`src/rtl/core/periodic_image_box_overlap_defines.svh`:
```
// ----------------------------------------------------------------------------
// Periodic image box overlap assertion macros
// Shared concurrent assertion forms, clocked on clk_i and disabled in reset.
// ----------------------------------------------------------------------------
`ifndef PERIODIC_IMAGE_BOX_OVERLAP_DEFINES_SVH
`define PERIODIC_IMAGE_BOX_OVERLAP_DEFINES_SVH

// Same-cycle implication.
`define PIBO_ASSERT(label, ante, cons, msg) \
  label: assert property (@(posedge clk_i) disable iff (!rst_ni) (ante) |-> (cons)) \
    else $error(msg);

// Next-cycle implication.
`define PIBO_ASSERT_NEXT(label, ante, cons, msg) \
  label: assert property (@(posedge clk_i) disable iff (!rst_ni) (ante) |=> (cons)) \
    else $error(msg);

`endif

```
`src/rtl/core/pibo_pkg.sv`:
```
// ----------------------------------------------------------------------------
// Periodic image box overlap package
// Shared widths, register codes, configuration type and image ordering helpers.
// ----------------------------------------------------------------------------
package pibo_pkg;

  localparam int NUM_AXES      = 3;
  localparam int NUM_IMAGES    = 26;
  localparam int LEN_BITS      = 23;
  localparam int SHIFT_BITS    = 24;
  localparam int APB_ADDR_BITS = 5;
  localparam int APB_DATA_BITS = 32;
  localparam int REG_IDX_BITS  = 3;
  localparam int QUEUE_DEPTH   = 4;

  localparam logic [REG_IDX_BITS-1:0] REG_PERIODIC_X = 3'd0;
  localparam logic [REG_IDX_BITS-1:0] REG_PERIODIC_Y = 3'd1;
  localparam logic [REG_IDX_BITS-1:0] REG_PERIODIC_Z = 3'd2;
  localparam logic [REG_IDX_BITS-1:0] REG_LEN_X      = 3'd3;
  localparam logic [REG_IDX_BITS-1:0] REG_LEN_Y      = 3'd4;
  localparam logic [REG_IDX_BITS-1:0] REG_LEN_Z      = 3'd5;

  // One bit per candidate image, bit 0 first in x-outer, z-inner order.
  typedef logic [NUM_IMAGES-1:0] mask_t;

  typedef struct packed {
    logic [NUM_AXES-1:0]               periodic;
    logic [NUM_AXES-1:0][LEN_BITS-1:0] len;
  } cfg_t;

  // Shift digit (0: minus, 1: none, 2: plus) of image n on one axis. The
  // all-zero shift sits in the middle of the 27 combinations and is skipped.
  function automatic logic [1:0] img_digit(input int n, input int axis);
    int d;
    d = (n < NUM_IMAGES / 2) ? n : n + 1;
    case (axis)
      0:       return 2'(d / 9);
      1:       return 2'((d / 3) % 3);
      default: return 2'(d % 3);
    endcase
  endfunction

  // Images whose shift on the given axis has the given digit.
  function automatic mask_t digit_mask(input int axis, input logic [1:0] dig);
    mask_t m;
    m = '0;
    for (int n = 0; n < NUM_IMAGES; n++) begin
      m[n] = (img_digit(n, axis) == dig);
    end
    return m;
  endfunction

endpackage

```
`src/rtl/core/pibo_item_if.sv`:
```
// ----------------------------------------------------------------------------
// Periodic image box overlap input channel
// Valid/ready channel carrying one target box and one source box.
// ----------------------------------------------------------------------------
interface pibo_item_if #(
  parameter int COORD_BITS = 24
);
  logic                         valid;
  logic                         ready;
  logic signed [COORD_BITS-1:0] target_lo_x;
  logic signed [COORD_BITS-1:0] target_lo_y;
  logic signed [COORD_BITS-1:0] target_lo_z;
  logic signed [COORD_BITS-1:0] target_hi_x;
  logic signed [COORD_BITS-1:0] target_hi_y;
  logic signed [COORD_BITS-1:0] target_hi_z;
  logic signed [COORD_BITS-1:0] source_lo_x;
  logic signed [COORD_BITS-1:0] source_lo_y;
  logic signed [COORD_BITS-1:0] source_lo_z;
  logic signed [COORD_BITS-1:0] source_hi_x;
  logic signed [COORD_BITS-1:0] source_hi_y;
  logic signed [COORD_BITS-1:0] source_hi_z;

  modport source (
    output valid, target_lo_x, target_lo_y, target_lo_z,
           target_hi_x, target_hi_y, target_hi_z,
           source_lo_x, source_lo_y, source_lo_z,
           source_hi_x, source_hi_y, source_hi_z,
    input  ready
  );

  modport sink (
    input  valid, target_lo_x, target_lo_y, target_lo_z,
           target_hi_x, target_hi_y, target_hi_z,
           source_lo_x, source_lo_y, source_lo_z,
           source_hi_x, source_hi_y, source_hi_z,
    output ready
  );
endinterface

```
`src/rtl/core/pibo_result_if.sv`:
```
// ----------------------------------------------------------------------------
// Periodic image box overlap result channel
// Valid/ready channel carrying one overlapping shift per transaction.
// ----------------------------------------------------------------------------
interface pibo_result_if;
  logic                                    valid;
  logic                                    ready;
  logic                                    found;
  logic signed [pibo_pkg::SHIFT_BITS-1:0]  shift_x;
  logic signed [pibo_pkg::SHIFT_BITS-1:0]  shift_y;
  logic signed [pibo_pkg::SHIFT_BITS-1:0]  shift_z;
  logic                                    last;

  modport source (
    output valid, found, shift_x, shift_y, shift_z, last,
    input  ready
  );

  modport sink (
    input  valid, found, shift_x, shift_y, shift_z, last,
    output ready
  );
endinterface

```
`src/rtl/core/pibo_fifo.sv`:
```
// ----------------------------------------------------------------------------
// Periodic image box overlap hit queue
// Small flip-flop FIFO of image hit masks between the front and back ends.
// ----------------------------------------------------------------------------
`include "periodic_image_box_overlap_defines.svh"

module pibo_fifo (
  input  logic            clk_i,
  input  logic            rst_ni,
  input  logic            push_valid_i,
  output logic            push_ready_o,
  input  pibo_pkg::mask_t push_mask_i,
  output logic            pop_valid_o,
  input  logic            pop_ready_i,
  output pibo_pkg::mask_t pop_mask_o
);

  localparam int DEPTH    = pibo_pkg::QUEUE_DEPTH;
  localparam int PTR_BITS = $clog2(DEPTH);
  localparam int CNT_BITS = $clog2(DEPTH + 1);

  pibo_pkg::mask_t     mem_q [DEPTH];
  logic [PTR_BITS-1:0] wr_q, rd_q;
  logic [CNT_BITS-1:0] cnt_q, cnt_d;
  logic                push, pop;

  assign push_ready_o = (cnt_q != CNT_BITS'(DEPTH));
  assign pop_valid_o  = (cnt_q != '0);
  assign pop_mask_o   = mem_q[rd_q];
  assign push         = push_valid_i && push_ready_o;
  assign pop          = pop_valid_o && pop_ready_i;
  assign cnt_d        = cnt_q + CNT_BITS'(push) - CNT_BITS'(pop);

  always_ff @(posedge clk_i or negedge rst_ni) begin
    if (!rst_ni) begin
      wr_q  <= '0;
      rd_q  <= '0;
      cnt_q <= '0;
    end else begin
      if (push) wr_q <= wr_q + 1'b1;
      if (pop)  rd_q <= rd_q + 1'b1;
      cnt_q <= cnt_d;
    end
  end

  always_ff @(posedge clk_i) begin
    if (push) begin
      mem_q[wr_q] <= push_mask_i;
    end
  end

  `PIBO_ASSERT(a_fifo_count_bound, 1'b1, cnt_q <= CNT_BITS'(DEPTH), "hit queue count overran")

endmodule

```
`src/rtl/core/pibo_front.sv`:
```
// ----------------------------------------------------------------------------
// Periodic image box overlap front end
// Registers a box pair and tests all images in parallel into a hit mask.
// ----------------------------------------------------------------------------
module pibo_front #(
  parameter int DIMENSIONS = 3,
  parameter int COORD_BITS = 24
) (
  input  logic            clk_i,
  input  logic            rst_ni,
  pibo_item_if.sink       in_i,
  input  pibo_pkg::cfg_t  cfg_i,
  output logic            push_valid_o,
  input  logic            push_ready_i,
  output pibo_pkg::mask_t push_mask_o
);

  localparam int NA       = pibo_pkg::NUM_AXES;
  localparam int CMP_BITS = ((COORD_BITS > pibo_pkg::LEN_BITS) ?
                             COORD_BITS : pibo_pkg::LEN_BITS) + 2;
  localparam int EXT_BITS = CMP_BITS - COORD_BITS;
  localparam int LEN_EXT  = CMP_BITS - pibo_pkg::LEN_BITS;

  logic                         vld_q;
  logic signed [COORD_BITS-1:0] tlo_q [NA];
  logic signed [COORD_BITS-1:0] thi_q [NA];
  logic signed [COORD_BITS-1:0] slo_q [NA];
  logic signed [COORD_BITS-1:0] shi_q [NA];
  logic                         accept;

  logic signed [CMP_BITS-1:0] t_lo [NA];
  logic signed [CMP_BITS-1:0] t_hi [NA];
  logic signed [CMP_BITS-1:0] s_lo [NA];
  logic signed [CMP_BITS-1:0] s_hi [NA];
  logic signed [CMP_BITS-1:0] len  [NA];
  logic [NA-1:0]              base_ok;
  logic [2:0]                 hit  [NA];

  assign in_i.ready   = !vld_q || push_ready_i;
  assign accept       = in_i.valid && in_i.ready;
  assign push_valid_o = vld_q;

  always_ff @(posedge clk_i or negedge rst_ni) begin
    if (!rst_ni) begin
      vld_q <= 1'b0;
    end else if (in_i.ready) begin
      vld_q <= in_i.valid;
    end
  end

  always_ff @(posedge clk_i) begin
    if (accept) begin
      tlo_q[0] <= in_i.target_lo_x;
      tlo_q[1] <= in_i.target_lo_y;
      tlo_q[2] <= in_i.target_lo_z;
      thi_q[0] <= in_i.target_hi_x;
      thi_q[1] <= in_i.target_hi_y;
      thi_q[2] <= in_i.target_hi_z;
      slo_q[0] <= in_i.source_lo_x;
      slo_q[1] <= in_i.source_lo_y;
      slo_q[2] <= in_i.source_lo_z;
      shi_q[0] <= in_i.source_hi_x;
      shi_q[1] <= in_i.source_hi_y;
      shi_q[2] <= in_i.source_hi_z;
    end
  end

  // Per axis, bit 0 is the minus image, bit 1 no shift, bit 2 the plus image.
  always_comb begin
    for (int a = 0; a < NA; a++) begin
      t_lo[a] = {{EXT_BITS{tlo_q[a][COORD_BITS-1]}}, tlo_q[a]};
      t_hi[a] = {{EXT_BITS{thi_q[a][COORD_BITS-1]}}, thi_q[a]};
      s_lo[a] = {{EXT_BITS{slo_q[a][COORD_BITS-1]}}, slo_q[a]};
      s_hi[a] = {{EXT_BITS{shi_q[a][COORD_BITS-1]}}, shi_q[a]};
      len[a]  = {{LEN_EXT{1'b0}}, cfg_i.len[a]};
      base_ok[a] = (t_lo[a] <= t_hi[a]) && (s_lo[a] <= s_hi[a]);
      if (a < DIMENSIONS) begin
        hit[a][0] = cfg_i.periodic[a] && base_ok[a] &&
                    (t_lo[a] <= s_hi[a] - len[a]) && (s_lo[a] - len[a] <= t_hi[a]);
        hit[a][1] = base_ok[a] && (t_lo[a] <= s_hi[a]) && (s_lo[a] <= t_hi[a]);
        hit[a][2] = cfg_i.periodic[a] && base_ok[a] &&
                    (t_lo[a] <= s_hi[a] + len[a]) && (s_lo[a] + len[a] <= t_hi[a]);
      end else begin
        hit[a] = 3'b010;
      end
    end
  end

  always_comb begin
    for (int n = 0; n < pibo_pkg::NUM_IMAGES; n++) begin
      push_mask_o[n] = hit[0][pibo_pkg::img_digit(n, 0)] &
                       hit[1][pibo_pkg::img_digit(n, 1)] &
                       hit[2][pibo_pkg::img_digit(n, 2)];
    end
  end

endmodule

```
`src/rtl/core/pibo_back.sv`:
```
// ----------------------------------------------------------------------------
// Periodic image box overlap back end
// Walks a hit mask in loop order and issues one shift per transaction.
// ----------------------------------------------------------------------------
`include "periodic_image_box_overlap_defines.svh"

module pibo_back (
  input  logic            clk_i,
  input  logic            rst_ni,
  input  pibo_pkg::cfg_t  cfg_i,
  input  logic            pop_valid_i,
  output logic            pop_ready_o,
  input  pibo_pkg::mask_t pop_mask_i,
  pibo_result_if.source   out_o
);

  localparam int NA = pibo_pkg::NUM_AXES;
  localparam int SB = pibo_pkg::SHIFT_BITS;

  logic                 busy_q, busy_d;
  pibo_pkg::mask_t      cur_q, cur_d;
  logic                 out_vld_q, out_vld_d;
  logic                 found_q;
  logic                 last_q;
  logic signed [SB-1:0] shift_q [NA];
  logic signed [SB-1:0] shift_d [NA];

  pibo_pkg::mask_t      pick, rem;
  logic                 adv, emit, fin, load;
  logic signed [SB-1:0] len_ext [NA];

  assign adv  = !out_vld_q || out_o.ready;
  assign emit = busy_q && adv;
  assign pick = cur_q & (~cur_q + pibo_pkg::NUM_IMAGES'(1));
  assign rem  = cur_q & ~pick;
  assign fin  = emit && (rem == '0);

  assign pop_ready_o = !busy_q || fin;
  assign load        = pop_valid_i && pop_ready_o;

  always_comb begin
    for (int a = 0; a < NA; a++) begin
      len_ext[a] = {{(SB - pibo_pkg::LEN_BITS){1'b0}}, cfg_i.len[a]};
      if (|(pick & pibo_pkg::digit_mask(a, 2'd2))) begin
        shift_d[a] = len_ext[a];
      end else if (|(pick & pibo_pkg::digit_mask(a, 2'd0))) begin
        shift_d[a] = -len_ext[a];
      end else begin
        shift_d[a] = '0;
      end
    end
  end

  always_comb begin
    busy_d = busy_q;
    cur_d  = cur_q;
    if (load) begin
      busy_d = 1'b1;
      cur_d  = pop_mask_i;
    end else if (emit) begin
      busy_d = !fin;
      cur_d  = rem;
    end
    out_vld_d = emit ? 1'b1 : (out_o.ready ? 1'b0 : out_vld_q);
  end

  always_ff @(posedge clk_i or negedge rst_ni) begin
    if (!rst_ni) begin
      busy_q    <= 1'b0;
      cur_q     <= '0;
      out_vld_q <= 1'b0;
    end else begin
      busy_q    <= busy_d;
      cur_q     <= cur_d;
      out_vld_q <= out_vld_d;
    end
  end

  always_ff @(posedge clk_i) begin
    if (emit) begin
      found_q <= (cur_q != '0);
      last_q  <= (rem == '0);
      for (int a = 0; a < NA; a++) begin
        shift_q[a] <= shift_d[a];
      end
    end
  end

  assign out_o.valid   = out_vld_q;
  assign out_o.found   = found_q;
  assign out_o.last    = last_q;
  assign out_o.shift_x = shift_q[0];
  assign out_o.shift_y = shift_q[1];
  assign out_o.shift_z = shift_q[2];

  `PIBO_ASSERT_NEXT(a_empty_mask_lone_last, emit && (cur_q == '0), out_vld_q && !found_q && last_q, "empty mask did not give a lone last miss")
  `PIBO_ASSERT(a_miss_is_last, out_vld_q && !found_q, last_q, "miss transaction without last")
  `PIBO_ASSERT_NEXT(a_busy_until_last, emit && (rem != '0), busy_q, "back end went idle before last shift")

endmodule

```
`src/rtl/core/periodic_image_box_overlap.sv`:
```
// ----------------------------------------------------------------------------
// Periodic image box overlap
// Lists the periodic images of a source box that overlap a target box.
// ----------------------------------------------------------------------------
// Usage: each in_i transaction carries a target box and a source box as
// inclusive signed corners. For it, out_o delivers one transaction per
// overlapping image shift (x outermost, then y, then z), the final one with
// last set; when no image overlaps, a single transaction has found clear,
// zero shifts and last set. Periodicity and domain lengths come from the APB
// registers; they are to be written only while the block is idle, which the
// block itself does not enforce. A box passes the front end input register,
// the hit queue, the back end mask register and the result register, which
// issues one shift per cycle while out_o.ready is high; that drain, not the
// parallel compare front end, sets the sustained rate. A four-entry hit queue
// lets the front end keep taking boxes while the back end drains.
// Reset: all axes non-periodic, domain lengths one, no transaction in flight.
// Stall: when out_o.ready is low the result register holds, the back end
// stops, the queue fills and then in_i.ready drops.
// ----------------------------------------------------------------------------
module periodic_image_box_overlap #(
  parameter int DIMENSIONS = 3,
  parameter int COORD_BITS = 24
) (
  input  logic                                 clk_i,
  input  logic                                 rst_ni,
  input  logic                                 psel,
  input  logic                                 penable,
  input  logic                                 pwrite,
  input  logic [pibo_pkg::APB_ADDR_BITS-1:0]   paddr,
  input  logic [pibo_pkg::APB_DATA_BITS-1:0]   pwdata,
  output logic [pibo_pkg::APB_DATA_BITS-1:0]   prdata,
  output logic                                 pready,
  pibo_item_if.sink                            in_i,
  pibo_result_if.source                        out_o
);

  localparam int DW = pibo_pkg::APB_DATA_BITS;
  localparam int LB = pibo_pkg::LEN_BITS;

  pibo_pkg::cfg_t                      cfg_q;
  logic [pibo_pkg::REG_IDX_BITS-1:0]   reg_idx;
  logic                                cfg_we;

  logic            push_valid, push_ready;
  pibo_pkg::mask_t push_mask;
  logic            pop_valid, pop_ready;
  pibo_pkg::mask_t pop_mask;

  // Registers sit on word addresses; the low two address bits are ignored.
  assign reg_idx = paddr[pibo_pkg::APB_ADDR_BITS-1:2];
  assign pready  = 1'b1;
  assign cfg_we  = psel && penable && pwrite && pready;

  always_ff @(posedge clk_i or negedge rst_ni) begin
    if (!rst_ni) begin
      cfg_q.periodic <= '0;
      for (int a = 0; a < pibo_pkg::NUM_AXES; a++) begin
        cfg_q.len[a] <= LB'(1);
      end
    end else if (cfg_we) begin
      case (reg_idx)
        pibo_pkg::REG_PERIODIC_X: cfg_q.periodic[0] <= pwdata[0];
        pibo_pkg::REG_PERIODIC_Y: cfg_q.periodic[1] <= pwdata[0];
        pibo_pkg::REG_PERIODIC_Z: cfg_q.periodic[2] <= pwdata[0];
        pibo_pkg::REG_LEN_X:      cfg_q.len[0]      <= pwdata[LB-1:0];
        pibo_pkg::REG_LEN_Y:      cfg_q.len[1]      <= pwdata[LB-1:0];
        pibo_pkg::REG_LEN_Z:      cfg_q.len[2]      <= pwdata[LB-1:0];
        default: ;
      endcase
    end
  end

  always_comb begin
    case (reg_idx)
      pibo_pkg::REG_PERIODIC_X: prdata = {{(DW-1){1'b0}}, cfg_q.periodic[0]};
      pibo_pkg::REG_PERIODIC_Y: prdata = {{(DW-1){1'b0}}, cfg_q.periodic[1]};
      pibo_pkg::REG_PERIODIC_Z: prdata = {{(DW-1){1'b0}}, cfg_q.periodic[2]};
      pibo_pkg::REG_LEN_X:      prdata = {{(DW-LB){1'b0}}, cfg_q.len[0]};
      pibo_pkg::REG_LEN_Y:      prdata = {{(DW-LB){1'b0}}, cfg_q.len[1]};
      pibo_pkg::REG_LEN_Z:      prdata = {{(DW-LB){1'b0}}, cfg_q.len[2]};
      default:                  prdata = '0;
    endcase
  end

  // Front end: registers the box pair and evaluates all 26 images at once.
  pibo_front #(
    .DIMENSIONS (DIMENSIONS),
    .COORD_BITS (COORD_BITS)
  ) u_front (
    .clk_i        (clk_i),
    .rst_ni       (rst_ni),
    .in_i         (in_i),
    .cfg_i        (cfg_q),
    .push_valid_o (push_valid),
    .push_ready_i (push_ready),
    .push_mask_o  (push_mask)
  );

  // Hit masks wait here so that a long drain does not stall the front end.
  pibo_fifo u_fifo (
    .clk_i        (clk_i),
    .rst_ni       (rst_ni),
    .push_valid_i (push_valid),
    .push_ready_o (push_ready),
    .push_mask_i  (push_mask),
    .pop_valid_o  (pop_valid),
    .pop_ready_i  (pop_ready),
    .pop_mask_o   (pop_mask)
  );

  // Back end: turns each mask into shift transactions in loop order.
  pibo_back u_back (
    .clk_i       (clk_i),
    .rst_ni      (rst_ni),
    .cfg_i       (cfg_q),
    .pop_valid_i (pop_valid),
    .pop_ready_o (pop_ready),
    .pop_mask_i  (pop_mask),
    .out_o       (out_o)
  );

endmodule
```
`src/flat_wrapper.sv`:
```
// flat-port wrapper written by rule: the top's interface ports become plain ports
module periodic_image_box_overlap_flat 
#(
  parameter int DIMENSIONS = 3,
  parameter int COORD_BITS = 24
)
  (clk_i, rst_ni, psel, penable, pwrite, paddr, pwdata, prdata, pready, in_i_valid, in_i_target_lo_x, in_i_target_lo_y, in_i_target_lo_z, in_i_target_hi_x, in_i_target_hi_y, in_i_target_hi_z, in_i_source_lo_x, in_i_source_lo_y, in_i_source_lo_z, in_i_source_hi_x, in_i_source_hi_y, in_i_source_hi_z, in_i_ready, out_o_valid, out_o_found, out_o_shift_x, out_o_shift_y, out_o_shift_z, out_o_last, out_o_ready);
  pibo_item_if #(.COORD_BITS(COORD_BITS)) in_i_i ();
  pibo_result_if out_o_i ();
  input  logic clk_i;
  input  logic rst_ni;
  input  logic psel;
  input  logic penable;
  input  logic pwrite;
  input  logic [pibo_pkg::APB_ADDR_BITS-1:0] paddr;
  input  logic [pibo_pkg::APB_DATA_BITS-1:0] pwdata;
  output logic [pibo_pkg::APB_DATA_BITS-1:0] prdata;
  output logic pready;
  input wire logic [$bits(in_i_i.valid)-1:0] in_i_valid;
  input wire logic [$bits(in_i_i.target_lo_x)-1:0] in_i_target_lo_x;
  input wire logic [$bits(in_i_i.target_lo_y)-1:0] in_i_target_lo_y;
  input wire logic [$bits(in_i_i.target_lo_z)-1:0] in_i_target_lo_z;
  input wire logic [$bits(in_i_i.target_hi_x)-1:0] in_i_target_hi_x;
  input wire logic [$bits(in_i_i.target_hi_y)-1:0] in_i_target_hi_y;
  input wire logic [$bits(in_i_i.target_hi_z)-1:0] in_i_target_hi_z;
  input wire logic [$bits(in_i_i.source_lo_x)-1:0] in_i_source_lo_x;
  input wire logic [$bits(in_i_i.source_lo_y)-1:0] in_i_source_lo_y;
  input wire logic [$bits(in_i_i.source_lo_z)-1:0] in_i_source_lo_z;
  input wire logic [$bits(in_i_i.source_hi_x)-1:0] in_i_source_hi_x;
  input wire logic [$bits(in_i_i.source_hi_y)-1:0] in_i_source_hi_y;
  input wire logic [$bits(in_i_i.source_hi_z)-1:0] in_i_source_hi_z;
  output wire logic [$bits(in_i_i.ready)-1:0] in_i_ready;
  output wire logic [$bits(out_o_i.valid)-1:0] out_o_valid;
  output wire logic [$bits(out_o_i.found)-1:0] out_o_found;
  output wire logic [$bits(out_o_i.shift_x)-1:0] out_o_shift_x;
  output wire logic [$bits(out_o_i.shift_y)-1:0] out_o_shift_y;
  output wire logic [$bits(out_o_i.shift_z)-1:0] out_o_shift_z;
  output wire logic [$bits(out_o_i.last)-1:0] out_o_last;
  input wire logic [$bits(out_o_i.ready)-1:0] out_o_ready;
  assign in_i_i.valid = in_i_valid;
  assign in_i_i.target_lo_x = in_i_target_lo_x;
  assign in_i_i.target_lo_y = in_i_target_lo_y;
  assign in_i_i.target_lo_z = in_i_target_lo_z;
  assign in_i_i.target_hi_x = in_i_target_hi_x;
  assign in_i_i.target_hi_y = in_i_target_hi_y;
  assign in_i_i.target_hi_z = in_i_target_hi_z;
  assign in_i_i.source_lo_x = in_i_source_lo_x;
  assign in_i_i.source_lo_y = in_i_source_lo_y;
  assign in_i_i.source_lo_z = in_i_source_lo_z;
  assign in_i_i.source_hi_x = in_i_source_hi_x;
  assign in_i_i.source_hi_y = in_i_source_hi_y;
  assign in_i_i.source_hi_z = in_i_source_hi_z;
  assign in_i_ready = in_i_i.ready;
  assign out_o_valid = out_o_i.valid;
  assign out_o_found = out_o_i.found;
  assign out_o_shift_x = out_o_i.shift_x;
  assign out_o_shift_y = out_o_i.shift_y;
  assign out_o_shift_z = out_o_i.shift_z;
  assign out_o_last = out_o_i.last;
  assign out_o_i.ready = out_o_ready;
  periodic_image_box_overlap #(.DIMENSIONS(DIMENSIONS), .COORD_BITS(COORD_BITS)) u_core (.clk_i(clk_i), .rst_ni(rst_ni), .psel(psel), .penable(penable), .pwrite(pwrite), .paddr(paddr), .pwdata(pwdata), .prdata(prdata), .pready(pready), .in_i(in_i_i), .out_o(out_o_i));
endmodule
```
`config.mk`:
```
export PLATFORM = sky130hd
export DESIGN_NAME = periodic_image_box_overlap_flat
export DESIGN_NICKNAME = d
export VERILOG_FILES = /design/src/rtl/core/pibo_pkg.sv /design/src/rtl/core/pibo_item_if.sv /design/src/rtl/core/pibo_result_if.sv /design/src/rtl/core/pibo_fifo.sv /design/src/rtl/core/pibo_front.sv /design/src/rtl/core/pibo_back.sv /design/src/rtl/core/periodic_image_box_overlap.sv /design/src/flat_wrapper.sv
export VERILOG_INCLUDE_DIRS = /design/src /design/src/rtl/core
export SDC_FILE = /design/constraint.sdc
export NUM_CORES = 2
export LEC_CHECK = 0
export BUFFER_PORTS_ARGS = -buffer_cell sky130_fd_sc_hd__buf_2
export CORE_MARGIN = 5
export CORE_UTILIZATION = 30
export CTS_CLUSTER_DIAMETER = 60
export DETAILED_ROUTE_END_ITERATION = 12
export SLEW_MARGIN = 20
export SYNTH_ARGS = -nofsm -noshare
export SYNTH_HDL_FRONTEND = slang
export SYNTH_HIERARCHICAL = 1
export SYNTH_SLANG_ARGS = --single-unit
```
`constraint.sdc`:
```
create_clock -name clk_i -period 9 [get_ports clk_i]
set_input_delay 2.25 -clock clk_i [delete_from_list [all_inputs] [get_ports clk_i]]
set_output_delay 2.25 -clock clk_i [all_outputs]
set_load 0.005 [all_outputs]
```
==> Word-level counts from Yosys, hierarchy flattened <==
Memory sizes are Yosys's and may differ from the RTL's.
Cells that the tools add are included.
{ "totals": {"ff_bits": 110, "inputBits": 332, "mem_count": 6, "output_inout_bits": 109, "wordCells": 206, "ramBits": 464} }
{ "op_classes": {"bitwise": 42, "addsub": 20, "n_mux": 28, "order_cmp": 24, "n_reduce_logical": 65, "n_eq_ne": 6} }
{ "memory_table": {"columns": ["memory", "words", "width", "read_ports", "rd_ports_with_merged_regs", "wr", "line_no", "rtl"], "rows": [
  ["u_core.u_fifo.mem_q", 4, 26, 1, 0, 1, "pibo_fifo.sv:22", "pibo_pkg::mask_t mem_q [DEPTH];"],
  ["u_core.u_back.shift_q", 3, 24, 3, 0, 3, "pibo_back.sv:25", "logic signed [SB-1:0] shift_q [NA];"],
  ["u_core.u_front.shi_q", 3, 24, 3, 0, 3, "pibo_front.sv:28", "logic signed [COORD_BITS-1:0] shi_q [NA];"],
  ["u_core.u_front.slo_q", 3, 24, 3, 0, 3, "pibo_front.sv:27", "logic signed [COORD_BITS-1:0] slo_q [NA];"],
  ["u_core.u_front.thi_q", 3, 24, 3, 0, 3, "pibo_front.sv:26", "logic signed [COORD_BITS-1:0] thi_q [NA];"],
  ["u_core.u_front.tlo_q", 3, 24, 3, 0, 3, "pibo_front.sv:25", "logic signed [COORD_BITS-1:0] tlo_q [NA];"]
]} }
{ "op_table": {"columns": ["op", "n"], "rows": [
  ["less-or-equal comparator 24 bit", 12],
  ["adder 24 x 24 -> 25 bit", 6],
  ["less-or-equal comparator 24 x 25 -> 1 bit", 6],
  ["less-or-equal comparator 25 x 24 -> 1 bit", 6],
  ["subtractor 24 x 24 -> 25 bit", 6],
  ["two-way mux 24 bit", 6],
  ["case mux 23 bit (6 select lines)", 1],
  ["AND 26 bit", 5],
  ["OR reduction 26 bit", 3],
  ["negation 23 -> 24 bit", 3],
  ["two-way mux 26 bit", 2],
  ["NOT 26 bit", 2],
  ["AND 1 bit", 35],
  ["logical AND 1 bit", 31],
  ["OR reduction 9 bit", 3],
  ["adder 26 x 1 -> 26 bit, second input constant", 1],
  ["logical NOT 26 bit", 1],
  ["nonzero test 26 bit", 1],
  ["logical NOT 2 bit", 9],
  ["two-way mux 2 bit", 9],
  ["AND reduction 2 bit", 6],
  ["two-way mux 1 bit", 10],
  ["== test 3 x 2 -> 1 bit, second input constant", 2],
  ["== test 3 bit, second input constant", 2],
  ["10 further kinds", 17]
]} }

==> Longest topological paths before layout <==
{ "depth": {"ltp_word": 10, "mapped_depth": 24, "depth_no_buf": 24} }

==> Hierarchy <==
The synthesis kept the hierarchy.
{ "by_module_without_submodules": {"columns": ["mod", "cells_per_inst", "seq_area_each_um2", "area_each_um2", "instances"], "rows": [
  ["pibo_front", 3831, 8673.3, 35217.5, 1],
  ["pibo_back", 795, 2922.8, 6832.8, 1],
  ["pibo_fifo", 177, 3298.2, 4270.3, 1],
  ["periodic_image_box_overlap", 255, 1805.5, 3611.0, 1]
]} }

==> Worst setup path before layout <==
Ideal clock, no wire load.
{ "synth_path": {"path_type": "input to register", "startpoint": "in in_i_valid", "endpoint": "mem u_core.u_front.shi_q[0][0] (enable)", "path_stages": 1, "setup_slack_ns": -0.436, "setup_time_ns": 0.687, "n_path_buf": 0, "t_arrival_ns": 8.749, "path_cell_list": "and2_1"} }
{ "synth_rtl": {"columns": ["item", "line_no", "rtl"], "rows": [
  ["from (decl)", "flat_wrapper.sv:19", "input wire logic [$bits(in_i_i.valid)-1:0] in_i_valid;"],
  ["to (decl)", "pibo_front.sv:28", null]
]} }

==> Final worst setup path <==
{ "layout_path": {"startpoint": "reg, netlist name u_core/cfg_q[24]", "endpoint": "mem u_core/u_fifo/mem_q[0][14] (netlist name) (data pin)"} }
{ "layout_between": {"elab_chain_cells": 6, "word_cells_on_any_way": 8, "classes_between": "add/sub: 2; order compare: 2; bitwise: 2; reduce/logical: 2"} }
{ "layout_rtl": {"columns": ["item", "line_no", "rtl"], "rows": [
  ["adder 24 x 24 -> 25 bit", "pibo_front.sv:82", "(t_lo[a] <= s_hi[a] + len[a]) && (s_lo[a] + len[a] <= t_hi[a]);"],
  ["less-or-equal comparator 24 x 25 -> 1 bit", "pibo_front.sv:82", null],
  ["logical AND 1 bit", "pibo_front.sv:81", "hit[a][2] = cfg_i.periodic[a] && base_ok[a] &&"],
  ["logical AND 1 bit *", "pibo_front.sv:82", null],
  ["AND 1 bit *", "pibo_front.sv:91", "push_mask_o[n] = hit[0][pibo_pkg::img_digit(n, 0)] &"],
  ["AND 1 bit *", "pibo_front.sv:92", "hit[1][pibo_pkg::img_digit(n, 1)] &"],
  ["via u_core.push_mask[14]", "periodic_image_box_overlap.sv:45", "pibo_pkg::mask_t push_mask;"],
  ["to (decl)", "pibo_fifo.sv:22", null]
]} }
Mark *: on every way through the listed nets, which the timed path passes. The rest lies on a longest branch.

==> impl_results.rst <==
.. list-table::
   :header-rows: 1

   * - Metric
     - Value
   * - Kind of start point of the critical path
     - flop
   * - Main combinational cell family by area after synthesis
     - adder cells
   * - Predominant post-synthesis flop cell
     - edfxtp_1
   * - Endpoint required time on the critical path
     - 9370 ps
   * - Number of different library cells in the post-synthesis netlist
     - 117
   * - Proportion of netlist area held by the largest area contributor
     - 0.280
   * - Count leader, synth
     - ha_1
   * - Buffering stage count on the worst path with inverters included
     - 1
   * - Fraction of power consumed by combinational cells
     - 0.493
   * - Cells taking the most area after synthesis
     - edfxtp_1 28%, ha_1 22%, dfrtp_1 5.3%, a21oi_1 4.7%, xnor2_1 3.4%
   * - Clock-pin slew on the worst setup and hold paths
     - 60 ps
   * - Cell count after placement
     - 7558
   * - Port Buffers
     - between 400 and 500
   * - Final setup fails
     - 0
   * - Critical Path, Cell by Cell
     - inv_1 -> ha_1 -> nor2b_1 -> o21bai_1 -> a21oi_1 -> o311ai_0 -> o2111ai_1 -> a311oi_1 -> o31ai_1 -> a21oi_1 -> o21ai_0 -> xor2_1 -> ha_1 -> nand4_1 -> nor2_1 -> nand2_1 -> nor3_1 -> o2111a_1 -> o31a_1 -> nor4_1 -> o221ai_1 -> nor3b_1 -> nor2b_1
   * - Initial Util
     - 0.302
   * - Share of async-settable or async-resettable flops after synthesis
     - 0.188
   * - Global routing met2 resource utilization
     - 0.344
   * - Routed via count
     - 41300
   * - Highest fanout seen on the critical path
     - 10
   * - Number of standard cells in the layout, taps in and fillers out
     - 7698
   * - Ports
     - 441
   * - Fraction of the mapped netlist area in simple logic gates
     - 0.129
   * - Largest net degree at the start of global routing
     - 112
   * - Hold Crit Class
     - reg -> reg
   * - Clock Tree Root
     - clkbuf_16
   * - Busiest metal layer after global routing
     - met2
   * - Post-synthesis adder-cell area fraction
     - 0.224
   * - Number of H-tree levels
     - 3
   * - Syn Std Cell Area
     - ~50000 µm²
   * - Total core area
     - 165000 µm²
   * - Sum of routed wire length over all layers
     - 181000 µm
   * - Total setup buffers inserted after CTS
     - 0
   * - Initial antenna violation count
     - 21
   * - Placed wire-length estimate
     - 149000 µm
   * - Worst Setup Path Type
     - reg -> reg
   * - Iteration count of the initial detailed-routing pass
     - 7
   * - Measured slew at the worst slew-check pin
     - around 1100 ps
   * - Count of max-cap constraint violations
     - 0
   * - Count of flip-flops with a built-in enable after synthesis
     - 466
   * - Leakage component of the power
     - 0.0250 µW
   * - Master of the slowest instance on the critical path
     - o311ai_0
   * - Overall power after layout
     - 13600 µW
   * - Final hold violation count
     - 0
   * - Yosys warning count
     - 6
   * - Area of the die
     - 175000 µm²
   * - Drt initial violations
     - 3463
   * - Proportion of layout cells with a drive suffix above 1
     - 0.134
   * - Clock tree from TritonCTS
     - yes
   * - First-pass GRT wire length
     - 260000 µm
   * - Share of power burned in registers
     - 0.300
   * - Post-Synthesis Cells
     - 5058
   * - Clock network latency to the later pin of the worst-skew pair
     - around 700 ps
   * - Die Span Y
     - 418 µm
   * - Outcome
     - completed
   * - Power density of the placed cells
     - 241 nW/µm²
   * - Met1 capacity usage during global routing
     - 0.235
   * - Final weighted congestion in routability-driven placement
     - 0.968
   * - Wirelength per Cell
     - 23.5 µm
   * - Setup_tns
     - 0 ps
   * - Number of sinks on the clock net
     - ~570
   * - GRT Util Overall
     - 0.198
   * - Proportion of power drawn by the clock network
     - 0.207
   * - Setup clock skew after layout
     - 46.3 ps
   * - DRC errors left
     - 0
   * - Final min period
     - 7020 ps
   * - Peak ir drop on the vdd network
     - 0.159 mV
   * - Post-detailed-route count of antenna-violating nets
     - 0
   * - Multiplexer area fraction after synthesis
     - 0.0370
   * - Switching share of power
     - 0.430
   * - Syn-to-layout area delta
     - 13.4%
   * - Final worst path period share
     - 0.780
   * - Total congestion overflow after global routing
     - 0
   * - Sequential fraction of the synthesis area
     - 0.334
   * - Post-cts gate resize count
     - 0
   * - Met3 demand-to-capacity share in global routing
     - 0.0221
   * - Num CTS Buffers
     - 72
   * - Family with the most delay on the worst path
     - compound AO/OA/AOI/OAI gates
   * - Synth Area in Compound Gates
     - 0.185
   * - Seq cells post-synth
     - 574
   * - Critical Path AT
     - around 7400 ps
   * - Maximum single-stage delay on the critical path
     - just over 900 ps
   * - Cell taking the most area after synthesis
     - edfxtp_1
   * - Kind of end point of the critical path
     - flop
   * - RSZ-0062 raised after global routing
     - no
   * - Most common library cells after synthesis
     - 873 x ha_1, 473 x a21oi_1, 466 x edfxtp_1
   * - Number of global-route vias before repair
     - 40200
   * - XOR/XNOR Fraction of Synth Area
     - 0.0439
   * - Hold bufs inserted after CTS
     - 0
   * - Standard-cell row count
     - 149
   * - Upper clock frequency limit
     - 142 MHz
   * - Fin. max-slew vios
     - 0
   * - Maximum buffer depth of the clock tree
     - 3
   * - Die Wd
     - about 420 µm
   * - Mapped Avg Cell Area
     - 9.87 µm²
   * - Final layout net count
     - 6661
   * - Net Sw Power
     - 5860 µW
   * - Max_slew headroom
     - 0.240
   * - Design internal power
     - 7770 µW
   * - Via density
     - 5.37
[worst reg2reg max path, cell delays in order, from the launching register on]
cell and delay, ps:
dfrtp_1 720, inv_1 280, ha_1 370, nor2b_1 50
o21bai_1 190, a21oi_1 180, o311ai_0 920, o2111ai_1 440
a311oi_1 530, o31ai_1 180, a21oi_1 190, o21ai_0 120
xor2_1 160, ha_1 310, nand4_1 80, nor2_1 180
nand2_1 120, nor3_1 370, o2111a_1 250, o31a_1 160
nor4_1 80, o221ai_1 480, nor3b_1 170, nor2b_1 210
[metrics by stage]
stage	instance area, µm²	setup slack, ps	hold slack (ps)	util
finish	56600	1980	612	0.343
global route	56600	1680	648	0.343
CTS	56600	2050	601	0.343
detailed placement	54300	2060	584	0.329
global placement	54300	2050	571	0.329
floorplan	50000	2790	495	-
[power by group through the flow]
stage               sequential (µW)  combinational (µW)  clock, µW
finish                         4090                6720       2820
global route                   4120                7410       3000
CTS                            4090                6640       2890
detailed placement             4140                6590          0
global placement               4120                6480          0
floorplan                      3830                4640          0
[path summary, 6_finish.rpt]
| kind | start | slack (ps) | depth (start not counted) | to |
|---|---|---|---|---|
| max | u_core/cfg_q[24] | 1980 | 23 | u_core/u_fifo/mem_q[0][14] |
| min | u_core/u_fifo/wr_q[1] | 610 | 2 | u_core/u_fifo/wr_q[1] |
| max reg2reg | u_core/cfg_q[24] | 1980 | 23 | u_core/u_fifo/mem_q[0][14] |
| min reg2reg | u_core/u_fifo/wr_q[1] | 610 | 2 | u_core/u_fifo/wr_q[1] |
| max in group asynchronous | rst_ni | 5940 | 2 | u_core/cfg_q[65] |
| min in group asynchronous | rst_ni | 1680 | 1 | u_core/u_front/push_valid_o |
[layout make-up]
type	count	area, µm²
timing repair buffer	456	2390
inverter	404	1520
sequential	574	16700
clock buffer	89	1920
fill	16800	109000
multi-input combinational	3935	30900
clock inverter	42	392
tap	2189	2740
antenna	9	22.5
[sequential cells by signal, summed over array words and instances (netlist names), 2 cells and up]
register	count
u_core/u_back/shift_q	72
u_core/u_fifo/cnt_q	3
u_core/u_fifo/rd_q	2
u_core/u_front/shi_q	72
u_core/u_front/tlo_q	72
u_core/cfg_q	72
u_core/u_front/thi_q	72
u_core/u_fifo/mem_q	104
u_core/u_fifo/wr_q	2
u_core/u_front/slo_q	72
u_core/u_back/cur_q	26
[logic make-up after synthesis]
group,Yosys count
AOI/OAI and AO/OA,1428
xor gates and xnor gates,250
adders and majority gates,886
buffers and inverters,557
DFF,574
muxes,125
other,2
and+or+nand+nor,1236
[cells in the final DEF (no fill, tap or decap), types with 44 or more instances in the layout]
master,count
dfrtp_1,105
nor3_1,94
inv_1,400
ha_1,873
nor2b_1,90
nand4_1,121
o21bai_1,66
nor2_1,369
o21ai_0,235
clkbuf_16,74
o21a_1,77
buf_2,418
nand2_1,178
xor2_1,56
edfxtp_1,466
nand3_1,103
xnor2_1,194
a21o_1,214
nor4_1,47
or3_1,44
a21oi_1,473
nand2b_1,62
a31oi_1,44
[layer usage]
layer,part of all wire,vias up
met5,0,-
met3,0.046,374
li1,-,19700
met4,0.068,0
met1,0.40,19900
met2,0.49,1427
(Power assumes the default switching activity.)
